--- config.mk ---
export PLATFORM = sky130hd
export DESIGN_NAME = pi_motor_speed_controller
export DESIGN_NICKNAME = d
export VERILOG_FILES = /design/src/design/pimsc_pkg.sv /design/src/design/pimsc_state_calc.sv /design/src/design/pimsc_duty_calc.sv /design/src/design/pi_motor_speed_controller.sv
export SDC_FILE = /design/constraint.sdc
export NUM_CORES = 2
export LEC_CHECK = 0
export BUFFER_PORTS_ARGS = -buffer_cell sky130_fd_sc_hd__buf_2
export CAP_MARGIN = 20
export CORE_MARGIN = 2
export CORE_UTILIZATION = 50
export CTS_BUF_LIST = sky130_fd_sc_hd__clkbuf_16
export DETAILED_ROUTE_END_ITERATION = 12
export HOLD_SLACK_MARGIN = 0.02
export PLACE_DENSITY = 0.66
export SYNTH_ARGS = -nofsm -noshare
export SYNTH_HDL_FRONTEND = slang
export SYNTH_HIERARCHICAL = 1
export SYNTH_SLANG_ARGS = --single-unit
--- constraint.sdc ---
create_clock -name aclk -period 14.74 [get_ports aclk]
set_input_delay 2.948 -clock aclk [delete_from_list [all_inputs] [get_ports aclk]]
set_output_delay 2.948 -clock aclk [all_outputs]
set_load 0.02 [all_outputs]
--- src/design/pimsc_pkg.sv ---
// shared types, constants and widths for the pi motor speed controller
package pimsc_pkg;

    localparam int FRAC_BITS = 8;
    localparam int PWM_BITS  = 11;

    localparam int COUNT_W   = 32;
    localparam int SP_W      = 7;
    localparam int SPEED_W   = 16;
    localparam int GAIN_W    = 8;
    localparam int LIMIT_W   = 12;
    localparam int CFG_W     = 12;

    localparam int FILT_W    = SP_W + FRAC_BITS;
    localparam int FSUM_W    = FILT_W + 9;
    localparam int ERR_W     = SPEED_W + FRAC_BITS + 1;
    localparam int ISUM_W    = ERR_W + 1;
    localparam int INTEG_W   = LIMIT_W + FRAC_BITS + 1;
    localparam int CMD_W     = ERR_W + GAIN_W + 2;

    localparam logic [SP_W-1:0]   SETPOINT_MAX = SP_W'(100);
    localparam logic [FSUM_W-1:0] COEF_KEEP    = FSUM_W'(179);
    localparam logic [FSUM_W-1:0] COEF_NEW     = FSUM_W'(77);
    localparam logic [FSUM_W-1:0] COEF_ROUND   = FSUM_W'(128);

    localparam logic [GAIN_W-1:0]   RST_GAIN_PROP   = GAIN_W'(10);
    localparam logic [GAIN_W-1:0]   RST_GAIN_INTEG  = GAIN_W'(15);
    localparam logic [LIMIT_W-1:0]  RST_INTEG_LIMIT = LIMIT_W'(150);
    localparam logic [PWM_BITS-1:0] RST_OUT_MAX     = PWM_BITS'(2000);

    typedef enum logic [1:0] {
        REG_GAIN_PROP  = 2'd0,
        REG_GAIN_INTEG = 2'd1,
        REG_INTEG_LIM  = 2'd2,
        REG_OUT_MAX    = 2'd3
    } cfg_index_t;

    typedef struct packed {
        logic signed [COUNT_W-1:0] encoder_count;
        logic [SP_W-1:0]           setpoint;
        logic                      motor_enable;
        logic                      forward;
    } pimsc_in_t;

    typedef struct packed {
        logic [PWM_BITS-1:0] pwm_duty;
        logic                drive_on;
        logic                direction_pin;
        logic [SPEED_W-1:0]  measured_speed;
        logic                reversing;
    } pimsc_out_t;

    typedef struct packed {
        logic                      active;
        logic                      direction_pin;
        logic                      reversing;
        logic [SPEED_W-1:0]        measured_speed;
        logic signed [ERR_W-1:0]   err;
        logic signed [INTEG_W-1:0] integ;
    } pimsc_stage_t;

endpackage

--- src/design/pimsc_state_calc.sv ---
// speed measurement, setpoint filter and clamped integrator update for one tick
module pimsc_state_calc (
    input  pimsc_pkg::pimsc_in_t                  item,
    input  logic signed [pimsc_pkg::COUNT_W-1:0]  prev_count,
    input  logic signed [pimsc_pkg::INTEG_W-1:0]  integ,
    input  logic [pimsc_pkg::FILT_W-1:0]          filt,
    input  logic                                  cur_dir,
    input  logic [pimsc_pkg::LIMIT_W-1:0]         integ_limit,
    output logic signed [pimsc_pkg::COUNT_W-1:0]  prev_count_next,
    output logic signed [pimsc_pkg::INTEG_W-1:0]  integ_next,
    output logic [pimsc_pkg::FILT_W-1:0]          filt_next,
    output logic                                  cur_dir_next,
    output pimsc_pkg::pimsc_stage_t               stage
);
    import pimsc_pkg::*;

    logic [SP_W-1:0]           sp_sat;
    logic signed [COUNT_W:0]   diff;
    logic [COUNT_W:0]          mag;
    logic [SPEED_W-1:0]        speed;
    logic [FSUM_W-1:0]         target;
    logic [FSUM_W-1:0]         filt_sum;
    logic [FILT_W-1:0]         filt_new;
    logic signed [ERR_W-1:0]   err;
    logic signed [ISUM_W-1:0]  integ_sum;
    logic signed [ISUM_W-1:0]  lim;
    logic signed [ISUM_W-1:0]  integ_clamped;
    logic                      reverse;
    logic                      run;

    assign sp_sat = (item.setpoint > SETPOINT_MAX) ? SETPOINT_MAX : item.setpoint;

    assign diff = $signed({item.encoder_count[COUNT_W-1], item.encoder_count})
                - $signed({prev_count[COUNT_W-1], prev_count});
    assign mag  = diff[COUNT_W] ? (COUNT_W+1)'(-diff) : diff;
    assign speed = (|mag[COUNT_W:SPEED_W]) ? {SPEED_W{1'b1}} : mag[SPEED_W-1:0];

    // low-pass: 179/256 of the old value plus 77/256 of the target, rounded half up
    assign target   = FSUM_W'({sp_sat, {FRAC_BITS{1'b0}}});
    assign filt_sum = COEF_KEEP * FSUM_W'(filt) + COEF_NEW * target + COEF_ROUND;
    assign filt_new = filt_sum[FILT_W+7:8];

    assign err = $signed({{(ERR_W-FILT_W){1'b0}}, filt_new})
               - $signed({1'b0, speed, {FRAC_BITS{1'b0}}});

    assign integ_sum = ISUM_W'(integ) + ISUM_W'(err);
    assign lim       = $signed(ISUM_W'({integ_limit, {FRAC_BITS{1'b0}}}));

    always_comb begin
        priority if (integ_sum > lim) begin
            integ_clamped = lim;
        end else if (integ_sum < -lim) begin
            integ_clamped = -lim;
        end else begin
            integ_clamped = integ_sum;
        end
    end

    assign reverse = (item.forward != cur_dir);
    assign run     = !reverse && item.motor_enable && (sp_sat != '0);

    assign prev_count_next = item.encoder_count;
    assign cur_dir_next    = item.forward;
    assign filt_next       = run ? filt_new : '0;
    assign integ_next      = run ? integ_clamped[INTEG_W-1:0] : '0;

    always_comb begin
        stage.active         = run;
        stage.direction_pin  = !item.forward;
        stage.reversing      = reverse;
        stage.measured_speed = reverse ? '0 : speed;
        stage.err            = err;
        stage.integ          = integ_clamped[INTEG_W-1:0];
    end

endmodule

--- src/design/pimsc_duty_calc.sv ---
// pi command from registered error and integrator, clamped to the duty range
module pimsc_duty_calc (
    input  pimsc_pkg::pimsc_stage_t          stage,
    input  logic [pimsc_pkg::GAIN_W-1:0]     gain_prop,
    input  logic [pimsc_pkg::GAIN_W-1:0]     gain_integ,
    input  logic [pimsc_pkg::PWM_BITS-1:0]   out_max,
    output pimsc_pkg::pimsc_out_t            result
);
    import pimsc_pkg::*;

    logic signed [CMD_W-1:0]            prod_p;
    logic signed [CMD_W-1:0]            prod_i;
    logic signed [CMD_W-1:0]            cmd;
    logic [CMD_W-2-FRAC_BITS:0]         cmd_int;
    logic [PWM_BITS-1:0]                duty;

    assign prod_p  = CMD_W'(stage.err) * CMD_W'($signed({1'b0, gain_prop}));
    assign prod_i  = CMD_W'(stage.integ) * CMD_W'($signed({1'b0, gain_integ}));
    assign cmd     = prod_p + prod_i;
    assign cmd_int = cmd[CMD_W-2:FRAC_BITS];

    always_comb begin
        priority if (!stage.active || cmd[CMD_W-1]) begin
            duty = '0;
        end else if (cmd_int > ($bits(cmd_int))'(out_max)) begin
            duty = out_max;
        end else begin
            duty = cmd_int[PWM_BITS-1:0];
        end
    end

    always_comb begin
        result.pwm_duty       = duty;
        result.drive_on       = stage.active;
        result.direction_pin  = stage.direction_pin;
        result.measured_speed = stage.measured_speed;
        result.reversing      = stage.reversing;
    end

endmodule

--- src/design/pi_motor_speed_controller.sv ---
// top level of the pi motor speed controller with anti-windup
//
//  channel   ports                                 carries
//  s_        s_valid  s_ready  s_data              one control tick
//  m_        m_valid  m_ready  m_data              duty, drive, direction, speed
//  cfg_      cfg_wr_en  cfg_index  cfg_wdata       gains and limits, no wait
//
// one tick per clock unless the output stalls; ticks pass stage_reg, then result_reg
// the loop state (count, filter, integrator, direction) updates at the input transfer,
// the pi multiply sits in the second stage before the result register
// reset clears both stage valids, the loop state and the registers to defaults
// a stalled result holds both stages; input ready drops only when both are full
module pi_motor_speed_controller (
    input  logic                                 aclk,
    input  logic                                 aresetn,
    input  logic                                 s_valid,
    output logic                                 s_ready,
    input  pimsc_pkg::pimsc_in_t                 s_data,
    output logic                                 m_valid,
    input  logic                                 m_ready,
    output pimsc_pkg::pimsc_out_t                m_data,
    input  logic                                 cfg_wr_en,
    input  pimsc_pkg::cfg_index_t                cfg_index,
    input  logic [pimsc_pkg::CFG_W-1:0]          cfg_wdata
);
    import pimsc_pkg::*;

    logic [GAIN_W-1:0]          gain_prop_reg;
    logic [GAIN_W-1:0]          gain_integ_reg;
    logic [LIMIT_W-1:0]         integ_limit_reg;
    logic [PWM_BITS-1:0]        out_max_reg;

    logic signed [COUNT_W-1:0]  prev_count_reg;
    logic signed [COUNT_W-1:0]  prev_count_next;
    logic signed [INTEG_W-1:0]  integ_reg;
    logic signed [INTEG_W-1:0]  integ_next;
    logic [FILT_W-1:0]          filt_reg;
    logic [FILT_W-1:0]          filt_next;
    logic                       cur_dir_reg;
    logic                       cur_dir_next;

    pimsc_stage_t               stage_next;
    pimsc_stage_t               stage_reg;
    logic                       stage_valid_reg;
    pimsc_out_t                 result_next;
    pimsc_out_t                 result_reg;
    logic                       result_valid_reg;

    logic                       out_free;
    logic                       stage_ready;
    logic                       s_xfer;

    assign out_free    = !result_valid_reg || m_ready;
    assign stage_ready = !stage_valid_reg || out_free;
    assign s_ready     = stage_ready;
    assign s_xfer      = s_valid && stage_ready;
    assign m_valid     = result_valid_reg;
    assign m_data      = result_reg;

    always_ff @(posedge aclk) begin
        if (!aresetn) begin
            gain_prop_reg   <= RST_GAIN_PROP;
            gain_integ_reg  <= RST_GAIN_INTEG;
            integ_limit_reg <= RST_INTEG_LIMIT;
            out_max_reg     <= RST_OUT_MAX;
        end else if (cfg_wr_en) begin
            unique case (cfg_index)
                REG_GAIN_PROP:  gain_prop_reg   <= cfg_wdata[GAIN_W-1:0];
                REG_GAIN_INTEG: gain_integ_reg  <= cfg_wdata[GAIN_W-1:0];
                REG_INTEG_LIM:  integ_limit_reg <= cfg_wdata[LIMIT_W-1:0];
                REG_OUT_MAX:    out_max_reg     <= cfg_wdata[PWM_BITS-1:0];
                default: ;
            endcase
        end
    end

    pimsc_state_calc u_state_calc (
        .item            (s_data),
        .prev_count      (prev_count_reg),
        .integ           (integ_reg),
        .filt            (filt_reg),
        .cur_dir         (cur_dir_reg),
        .integ_limit     (integ_limit_reg),
        .prev_count_next (prev_count_next),
        .integ_next      (integ_next),
        .filt_next       (filt_next),
        .cur_dir_next    (cur_dir_next),
        .stage           (stage_next)
    );

    always_ff @(posedge aclk) begin
        if (!aresetn) begin
            prev_count_reg <= '0;
            integ_reg      <= '0;
            filt_reg       <= '0;
            cur_dir_reg    <= 1'b1;
        end else if (s_xfer) begin
            prev_count_reg <= prev_count_next;
            integ_reg      <= integ_next;
            filt_reg       <= filt_next;
            cur_dir_reg    <= cur_dir_next;
        end
    end

    pimsc_duty_calc u_duty_calc (
        .stage      (stage_reg),
        .gain_prop  (gain_prop_reg),
        .gain_integ (gain_integ_reg),
        .out_max    (out_max_reg),
        .result     (result_next)
    );

    always_ff @(posedge aclk) begin
        if (!aresetn) begin
            stage_valid_reg  <= 1'b0;
            result_valid_reg <= 1'b0;
        end else begin
            if (stage_ready) begin
                stage_valid_reg <= s_valid;
            end
            if (out_free) begin
                result_valid_reg <= stage_valid_reg;
            end
        end
    end

    always_ff @(posedge aclk) begin
        if (s_xfer) begin
            stage_reg <= stage_next;
        end
        if (out_free && stage_valid_reg) begin
            result_reg <= result_next;
        end
    end

endmodule

Word-level counts from Yosys, hierarchy flattened --
Index checks and enable logic that the tools add are counted.
Word-level totals: flip-flop bits (word level) 205, bits of input ports 60, output and inout bits 32
Cells by class: $add $sub $neg 8, multipliers 4, order comparisons 4, eq/ne operators 4, multiplexer cells 8, reduce and logical (&&, ||, !) cells 19
Operators by type and width (number):
- $mux W21 | 3
- $add A35 B35 Y35 | 1
- $mul A25 B9 Y34 | 1
- $mux W33 | 1
- $neg A33 Y33 | 1
- $sub A32 B32 Y33 | 1
- $mul A21 B9 Y30 | 1
- $add A21 B25 Y26 | 1
- $gt A26 B11 Y1 | 1
- $gt A26 B21 Y1 | 1
- $lt A26 B26 Y1 | 1
- $neg A20 Y26 | 1
- $sub A15 B24 Y25 | 1
- $add A23 B23 Y23 | 1
- $add A23 B8 Y23 const B | 1
- $mul A8 B15 Y23 const A | 1
- $reduce_or A17 Y1 | 1
- $mux W16 | 1
- $mux W15 | 1
- $mul A7 B7 Y14 const A | 1
- $mux W11 | 1
- $reduce_and A2 Y1 | 4
- $gt A7 B7 Y1 const B | 1
- $mux W7 | 1
- other kinds (8) | 18

Longest topological paths before layout --
depth after elaboration 11, gate-level depth with buffers 57, gate-level depth less buffers 56

Modules after synthesis --
Netlist, hierarchy kept.
By module, submodules not included:
- pimsc_duty_calc | times used 1, cells an instance 1647, area an instance 14209.9 sq um, sequential area each 0.0 sq um
- pimsc_state_calc | times used 1, cells an instance 1317, area an instance 9905.8 sq um, sequential area each 0.0 sq um
- pi_motor_speed_controller | times used 1, cells an instance 560, area an instance 7218.2 sq um, sequential area each 5054.8 sq um

Worst setup path after synthesis --
OpenSTA, ideal clock, no wires.
path type input to register, from input s_data[2] (netlist name), to register stage_reg[11] (netlist name) (data pin), library setup time 0.257 ns, arrival 13.952 ns, required time 14.483 ns, setup slack 0.531 ns, stages 49, path buffers 1, path through o21ai_0 a21oi_1 or2_2 inv_1 ha_1 ha_1 fa_1 fa_1 ha_1 xnor2_1 fa_1 ha_1 fa_1 fa_1 ha_1 o21a_1 nor2_1 a21oi_1 [... 13 more ...] nand4_1 nor4_1 nand2b_1 xor2_1 ha_1 o21a_1 o21ai_0 nand2b_1 a21oi_1 a41oi_1 maj3_1 a221oi_1 a221oi_1 o41ai_2 buf_2 mux2i_1 a2bb2oi_1 inv_1
RTL lines:
- start, declared | line pi_motor_speed_controller.sv:18 | input pimsc_pkg::pimsc_in_t s_data,
- end signal, assigned | line pi_motor_speed_controller.sv:129 | stage_reg <= stage_next;
- end, declared | line pi_motor_speed_controller.sv:43 | pimsc_stage_t stage_reg;

==> impl_metrics.tcl <==
set metrics [dict create \
    period_share_pct 95.0 \
    overflow 0 \
    dr.first_iter.drc_count 1309 \
    start_util_pct 50.7 \
    die_x_um 254 \
    synth_edf_count 95 \
    netlist_instances 3524 \
    crit_fanout 13 \
    hold_violations 0 \
    post_drt_wl_per_cell_um 17.3 \
    clock_latency_ns 0.55 \
    cp-end-kind "flop" \
    area_delta_synth_final_pct 5.08 \
    synth_area_leader_cell "fa_1" \
    setup_tns_ns 0 \
    slowest_delay_ns 0.56 \
    clock-sinks 205 \
    cp_slowest_cell "fa_1" \
    drc 0 \
    crit_type "in2reg" \
    grt_pass1_wl_um 124000 \
    drt_pass1_iterations 5 \
    synth_common_cells "inv_1 (630), nand2_1 (522), fa_1 (411), ha_1 (310), and2_1 (177)" \
    nNetsFinal 4278 \
    numPortBuffers 91 \
    worstHoldPathType "reg2reg" \
    crit_arrival_ns 14.48 \
    vias_per_cell 5.34 \
    synth_top_flop_cell "dfxtp_1" \
    ys_async_sr_fraction_pct 0 \
    slew_headroom_pct 27.5 \
    first_global_vias 23800 \
    cts_buffers 23 \
    period_needed_ns 14.00 \
    startpoint_type "primary input" \
    required_ns 15.22 \
    die-area_mm2 0.0647 \
    fmax_mhz 71.4 \
    tightest_slew_ns 1.09 \
    die_h_um 254 \
    antennaDiodeCount 0 \
    syn-num-nets 4305 \
    drive_gt1_share_pct 6.12 \
    dp_hpwl_um 61400 \
    htreeDepth 1 \
    finalClockSkew_ns 0.0270 \
    drv_slew 0 \
    synth_cell_types 105 \
    synth_top_area_share_pct 26.3 \
    synth.most_common_cell "inv_1" \
    grt_max_degree 111 \
    synth_seq_cells 205 \
    gp_congestion 0.913 \
    core_mm2 0.0618 \
    syn_area_mm2 0.0313 \
    cap_violations 0 \
    grt_usage_pct 24.0 \
    io_pins 92 \
    cts_tree "done" \
    final-setup-viol-count 0 \
    ctsHoldBuffers 0 \
    syn_avg_cell_area_um2 8.89 \
    largest_reg_flops 65 \
    path_common_cell "ha_1" \
    row_count 91 \
    r2r_slack_ns 3.81 \
    yosys_warnings 6 \
    clk_pin_slew_ns 0.06 \
    ant_nets 0 \
    synth_top_cells_by_area "fa_1 (26%), ha_1 (12%), edfxtp_1 (9.1%), inv_1 (7.5%), dfxtp_1 (7.0%)" \
    cts_root_buf "clkbuf_16" \
    clockBufferDepth 3 \
    drt-total-wl_um 75300 \
    ys_seq_area_share_pct 16.1 \
    grt_antenna_before_repair 1 \
    outcome "complete, no violations" \
    vias 23200 \
]
-- layout by cell type (no fill, tap or decap), drive strengths merged, types with 6 or more instances in the layout --
cell type / n
a211o: 7
a211oi: 15
a21boi: 18
a21o: 38
a21oi: 135
a221o: 6
a221oi: 7
a31oi: 12
and2: 178
and3: 28
buf: 120
clkbuf: 25
clkinv: 10
dfxtp: 110
edfxtp: 95
fa: 411
ha: 310
inv: 633
mux2i: 113
nand2: 523
nand2b: 22
nand3: 41
nand3b: 6
nand4: 31
nor2: 121
nor2b: 38
nor3: 36
nor3b: 6
nor4: 13
o211ai: 19
o21a: 22
o21ai: 83
o21bai: 23
o22ai: 7
o31ai: 8
or2: 6
or3: 11
xnor2: 85
xor2: 48
-- routing by layer --
metal | vias to the layer above | share of wire [%] | global-route usage [%]
li1 | 11200 | - | -
met1 | 11400 | 44 | 31.3
met2 | 458 | 49 | 42.3
met3 | 102 | 4.3 | 2.53
met4 | 0 | 2.7 | 6.69
met5 | - | 0 | 0
-- worst max-delay path: cells and delay by family --
kind / cells / cell delay, ns
adders and majority gates: 14 / 5.02
and+or+nand+nor: 8 / 1.10
muxes: 1 / 0.16
buffers and inverters: 6 / 0.68
xor gates and xnor gates: 4 / 0.82
AOI/OAI and AO/OA: 21 / 3.74
-- metrics by stage --
stage               setup slack, ns  cells  util, %  instance area (µm²)  hold slack [ns]
floorplan                     0.531   3524        -                31300            0.435
global placement              0.250   4306     51.8                32000            0.401
detailed placement            0.128   4306     51.8                32000            0.405
CTS                           0.696   4348     53.0                32800            0.420
global route               -0.00494   4351     53.3                32900            0.426
finish                        0.736   4351     53.3                32900            0.418
-- cell families after synthesis --
group                      share of synthesized area, %
and+or+nand+nor                                    16.8
buffers and inverters                              11.0
adders and majority gates                          38.7
AOI/OAI and AO/OA                                  10.1
DFF                                                16.1
xor gates and xnor gates                           3.74
muxes                                              3.61
-- final timing paths --
check	cells past startpoint	end	from
setup reg to reg	46	integ_reg[10]	prev_count_reg[0]
hold / removal	0	m_data[15]	stage_reg[60]
setup / recovery	54	integ_reg[10]	s_data[2]
hold reg to reg	0	m_data[15]	stage_reg[60]
-- what timing repair did --
item / CTS / global route
buffers inserted: 0 / 1
endpoints found under the setup margin: 0 / 39
gates resized for setup: 0 / 14
-- cell type report --
cell class	instances	area [µm²]
repair buffers	121	724
multi-input cells	2516	22900
inverters	630	2360
well taps	837	1050
fillers	5797	28900
clock inverters	18	184
clock buffers	24	601
flip-flops and latches	205	5050
Power is not shown: default switching activity piles up to over one toggle a cycle in this logic, so the estimate is an artifact.
